===== src/csg_pkg.sv =====
// Shared types and constants for the complex spatio-temporal gradient unit.
// No dependencies.
package csg_pkg;

  localparam int OUT_W     = 17;  // width of every result field
  localparam int CFG_W     = 11;  // width of the configuration registers
  localparam int CFG_IDX_W = 2;   // width of the configuration register index
  localparam int LINES     = 5;   // rows held by the line store
  localparam int BANK_W    = 3;

  localparam logic [CFG_IDX_W-1:0] REG_FRAME_WIDTH  = 2'd0;
  localparam logic [CFG_IDX_W-1:0] REG_FRAME_HEIGHT = 2'd1;

  localparam logic ACT_FLUSH = 1'b1;

  typedef logic [BANK_W-1:0] bank_t;

  // Stage advance strobes for the arithmetic pipeline.
  typedef struct packed {
    logic en2;
    logic en3;
    logic en4;
  } stage_en_t;

  // Per-result control carried alongside the data.
  typedef struct packed {
    logic  interior;
    logic  frame_end;
    bank_t bank;
  } ctrl_t;

  // Row bank offset modulo the number of lines.
  function automatic bank_t bank_add(bank_t b, bank_t k);
    logic [BANK_W:0] s;
    s = {1'b0, b} + {1'b0, k};
    return (s >= (BANK_W+1)'(LINES)) ? BANK_W'(s - (BANK_W+1)'(LINES)) : BANK_W'(s);
  endfunction

endpackage


===== src/csg_stencil.sv =====
// Five-point central difference (a - 8b + 8c - d) / 12, truncated toward zero.
// Three stages: sum, scaled magnitude, quotient. Depends on csg_pkg.
module csg_stencil #(
  parameter int SAMPLE_BITS = 16
) (
  input  logic                                 clk,
  input  csg_pkg::stage_en_t                   en,
  input  logic signed [SAMPLE_BITS-1:0]        a,
  input  logic signed [SAMPLE_BITS-1:0]        b,
  input  logic signed [SAMPLE_BITS-1:0]        c,
  input  logic signed [SAMPLE_BITS-1:0]        d,
  input  logic                                 keep,
  output logic signed [csg_pkg::OUT_W-1:0]     res
);
  import csg_pkg::*;

  localparam int SW    = SAMPLE_BITS + 5;   // sum width
  localparam int MAG_W = SW - 1;
  localparam int K     = SAMPLE_BITS + 8;   // reciprocal shift
  localparam int M_W   = K - 3;
  localparam logic [M_W-1:0] RECIP = M_W'(((64'd1 << K) + 64'd11) / 64'd12);
  localparam int P_W   = MAG_W + M_W;
  localparam int Q_W   = P_W - K;

  logic signed [SW-1:0]    sum_nxt, sum_r;
  logic [SW-1:0]           mag_full;
  logic [P_W-1:0]          prod_r;
  logic                    neg_r;
  logic signed [Q_W:0]     quo;

  assign sum_nxt  = SW'(a) - (SW'(b) <<< 3) + (SW'(c) <<< 3) - SW'(d);
  assign mag_full = sum_r[SW-1] ? -sum_r : sum_r;
  assign quo      = $signed({1'b0, prod_r[P_W-1:K]});

  always_ff @(posedge clk) begin
    if (en.en2) begin
      sum_r <= sum_nxt;
    end
    if (en.en3) begin
      neg_r  <= sum_r[SW-1];
      prod_r <= P_W'(mag_full[MAG_W-1:0]) * P_W'(RECIP);
    end
    if (en.en4) begin
      res <= keep ? OUT_W'(neg_r ? -quo : quo) : '0;
    end
  end

endmodule


===== config.mk =====
export PLATFORM = sky130hd
export DESIGN_NAME = csg_stencil
export DESIGN_NICKNAME = d
export VERILOG_FILES = /design/src/csg_pkg.sv /design/src/csg_stencil.sv
export SDC_FILE = /design/constraint.sdc
export NUM_CORES = 1
export LEC_CHECK = 0
export ABC_AREA = 1
export BUFFER_PORTS_ARGS = -buffer_cell sky130_fd_sc_hd__buf_4
export CORE_MARGIN = 1.5
export CORE_UTILIZATION = 34
export CTS_CLUSTER_DIAMETER = 200
export DETAILED_ROUTE_END_ITERATION = 7
export GPL_ROUTABILITY_DRIVEN = 0
export GPL_TIMING_DRIVEN = 0
export PLACE_DENSITY = 0.59
export SYNTH_ARGS = -nofsm -noshare
export SYNTH_HDL_FRONTEND = slang
export SYNTH_SLANG_ARGS = --single-unit

===== constraint.sdc =====
create_clock -name clk -period 14.3 [get_ports clk]
set_input_delay 0.715 -clock clk [delete_from_list [all_inputs] [get_ports clk]]
set_output_delay 0.715 -clock clk [all_outputs]
set_load 0.05 [all_outputs]

# Word-level counts from Yosys, hierarchy flattened
# Cells that the tools add are included.
# word_totals
reg_bits,79
latchBits,0
ramBits,0
rom_bits,0
input_bits,69
elab_cells,12
n_memories,0
# op_classes
addsub,5
multipliers,1
div,0
order_cmp,0
n_eq_ne,0
shift,0
mux,2
n_bitwise,0
reduce_logical,0
# ops
cell,count
$mul 20x20->40 const B,1
$add 20x19->21,1
$sub 21x16->21,1
$mux 20,1
$neg 20->20,1
$sub 16x19->20,1
$mux 17,1
$neg 17->17,1

# Longest topological paths before layout
# depth
word_depth,3
ltp_mapped,34

# Worst setup path before layout
# OpenSTA, ideal clock, no wires.
# synth_path
path_kind,register to register
from,register sum_r[0]
to,"register prod_r[37], data pin"
setup_time_ps,252
arrival_ps,5966
required_time_ps,14048
path_slack_ps,8081
stages_incl_launch_ff,29
n_path_buf,0
period_less_slack_ps,6219
path_cell_list,edfxtp_1 > inv_1 > ha_1 > nand2_1 > nor2_1 > a31oi_1 > xor2_1 > ha_1 > inv_1 > fa_1 > fa_1 > inv_1 > fa_1 > fa_1 > inv_1 > fa_1 > inv_1 > ha_1 > ha_1 > a21oi_1 > nor2_1 > nor2_1 > nand2_1 > nand2_1 > nand2_1 > nor2_1 > nand2_1 > nand2_1 > nand2_1
# synth_via
elab_chain_len,3
# synth_rtl
item,line,rtl
start: declaration,csg_stencil.sv:25,"logic signed [SW-1:0] sum_nxt, sum_r;"
start signal: assignment,csg_stencil.sv:37,sum_r <= sum_nxt;
$neg 20->20,csg_stencil.sv:32,assign mag_full = sum_r[SW-1] ? -sum_r : sum_r;
$mux 20 *,csg_stencil.sv:32,
$mul 20x20->40 *,csg_stencil.sv:41,prod_r <= P_W'(mag_full[MAG_W-1:0]) * P_W'(RECIP);
end signal: assignment,csg_stencil.sv:41,
end: declaration,csg_stencil.sv:27,logic [P_W-1:0] prod_r;
# Every way passes the cells marked *; elsewhere a longest branch is shown, timed or not.
# A chain may end at the register's enable or synchronous reset.

# Worst setup path after layout
# layout_path
from,register sum_r[0]
to,"register prod_r[36], data pin"
# The elaborated chain is that of the path after synthesis.

==> impl_metrics.toml <==
[synthesis]
syn-cell-area_um2 = 12700
yosysTopAreaCellShare = 0.272
synth-edff-count = 56
avgSynthCellArea_um2 = 8.04
synth_top_flop_cell = "edfxtp_1"
synthTopCellsByArea = "fa_1 27%, ha_1 20%, edfxtp_1 13%"
ys_ff_latch = 56
synth_nets = 2030
yosys_warnings = 0
synth_common_cells = "418 x inv_1, 319 x nand2_1, 207 x ha_1"
yosysSeqAreaShare = 0.132
yosysMostFrequentCell = "inv_1"
yosysUniqueCellTypes = 40
synth.largest_area_cell = "fa_1"
synthArstFlopShare = 0
synthCells = 1581

[setup_path]
cp-end-kind = "flip-flop"
critPathMaxFanout = 8
worstSetupPathType = "flip-flop to flip-flop"
setup.worst_path.start_class = "flip-flop"
arrival_ns = 7.50
required_ns = 14.38

[clock_tree]
cts.clk_slew.worst_paths_ns = 0.08
clk_path_buf_depth = 2
root_buffer = "clkbuf_16"
cts_setup_buffers = 0
cts_made_buffers = 5
cts_sinks = 56
insertion_delay_ns = 0.33
cts-hold-fix-buffers = 0
cts_resized = 0
htreeDepth = 2
cts_tree = "yes"

[routing]
num_vias = 9968
wirelength_mm = 29.3
ant_nets = 0
first_pass_iters = 7
initialDrtViolationCount = 428
wl_per_cell_um = 13.7
drcViolationCount = 0
post_drt_via_cell_ratio = 4.65

[sta]
hold_viol = 0
fin_worst_skew_ns = 0.0138
rsz0062_at_grt = "no"
period_share = 0.519
finalSetupViolations = 0
slew_headroom = 0.243
tns_ns = 0
fmax_ghz = 0.135
worst_pin_slew_ns = 1.13
min_period_ns = 7.42
finalMaxSlewViolations = 0

[floorplan]
initial_utilization = 0.346
die_area_um2 = 38600
die_w_um = 196
dieHeight_um = 196
std_cell_rows = 70
core-area_um2 = 36700
io_pins = 86

[global_route]
grt_pass1_wl_mm = 49.4
grt_antenna_before_repair = 0
grt_max_degree = 22
grt_overflow = 0
track_usage = 0.162
grt_pass1_vias = 10426

[place]
hpwl_mm = 26.3
port_buffers = 85

[cells_and_area]
antennaDiodeCount = 0
layout-drive-gt1-share = 0.0765
syn2layout_area_growth_pct = 10.8
nNetsFinal = 2122

[outcome]
status = "finished clean"

[flow_run]
maxCapViolCount = 0

[worst_hold_path]
hp-class = "flip-flop to flip-flop"
cells in the final DEF, fill, tap and decap left out, types with 2 or more instances in the layout:
cell type	count
ha_1	207
nor3_1	24
nand4_1	11
o21ai_1	2
xnor2_1	9
clkinvlp_4	2
inv_2	6
clkbuf_16	5
nand2_1	319
buf_2	3
inv_1	418
a21oi_1	67
o31ai_1	2
o21bai_1	10
o21ai_0	35
fa_1	173
a31oi_1	4
o21a_1	3
nand3_1	52
edfxtp_1	56
nor2_1	115
a21o_1	4
nor2_2	2
nand3b_1	5
nor2_4	2
nand3_2	5
xor2_1	23
buf_4	85
nand2_2	6
nor4_1	2
o21ai_2	4
final timing paths:
kind	slack (ns)	startpoint	end	cells after the start
max	6.88	sum_r[0]	prod_r[36]	25
min reg2reg	0.59	prod_r[24]	res[0]	2
max reg2reg	6.88	sum_r[0]	prod_r[36]	25
min	0.59	prod_r[24]	res[0]	2
state kept, by name (all words and copies together) (netlist names):
register,flops
res,17
prod_r,17
sum_r,21
neg_r,1
routing by layer:
| layer | part of all wire | vias up | track usage |
|---|---|---|---|
| li1 | - | 5054 | - |
| met1 | 0.45 | 4678 | 0.196 |
| met2 | 0.50 | 198 | 0.299 |
| met3 | 0.032 | 38 | 0.0181 |
| met4 | 0.025 | 0 | 0.0479 |
| met5 | 0 | - | 0 |
layout make-up:
cell class	count	area (um2)
plain buffers	5	30.0
clock inverters	3	26.3
fillers	3786	22600
multi-input cells	1096	9410
repair buffers	85	638
flip-flops and latches	56	1680
inverters	424	1590
clock buffers	5	125
well taps	468	586
logic make-up after synthesis:
family / count (synthesis) / share of synthesized area
and+or+nand+nor: 547 / 0.179
xor gates and xnor gates: 33 / 0.0233
buffers and inverters: 429 / 0.128
adders and majority gates: 380 / 0.476
DFF: 56 / 0.132
AOI/OAI and AO/OA: 136 / 0.0615
stage by stage:
stage / util / hold WS (ns) / area [um2] / cells / setup slack, ns
floorplan: - / 0.451 / 12700 / 1581 / 8.08
global placement: 0.380 / 0.557 / 13900 / 2134 / 6.92
detailed placement: 0.380 / 0.555 / 13900 / 2134 / 6.93
CTS: 0.384 / 0.580 / 14100 / 2142 / 6.89
global route: 0.384 / 0.630 / 14100 / 2142 / 6.49
finish: 0.384 / 0.589 / 14100 / 2142 / 6.88
critical path: stages, from the launching register on:
cell and delay, ns:
edfxtp_1 0.54, inv_1 0.14, ha_1 0.17, nand2_1 0.09, nor2_1 0.18, a31oi_1 0.12
xor2_1 0.89, ha_1 0.43, inv_1 0.09, fa_1 0.51, fa_1 0.56, inv_1 0.06
fa_1 0.50, fa_1 0.54, inv_1 0.05, fa_1 0.52, inv_1 0.04, ha_1 0.29
ha_1 0.38, nand2_1 0.11, nor2_1 0.27, nand2_1 0.13, nor2_1 0.16, nand4_1 0.21
nand4_1 0.16, nand2_1 0.06
Power is not shown: default switching activity piles up to over one toggle a cycle in this logic, so the estimate is an artifact.
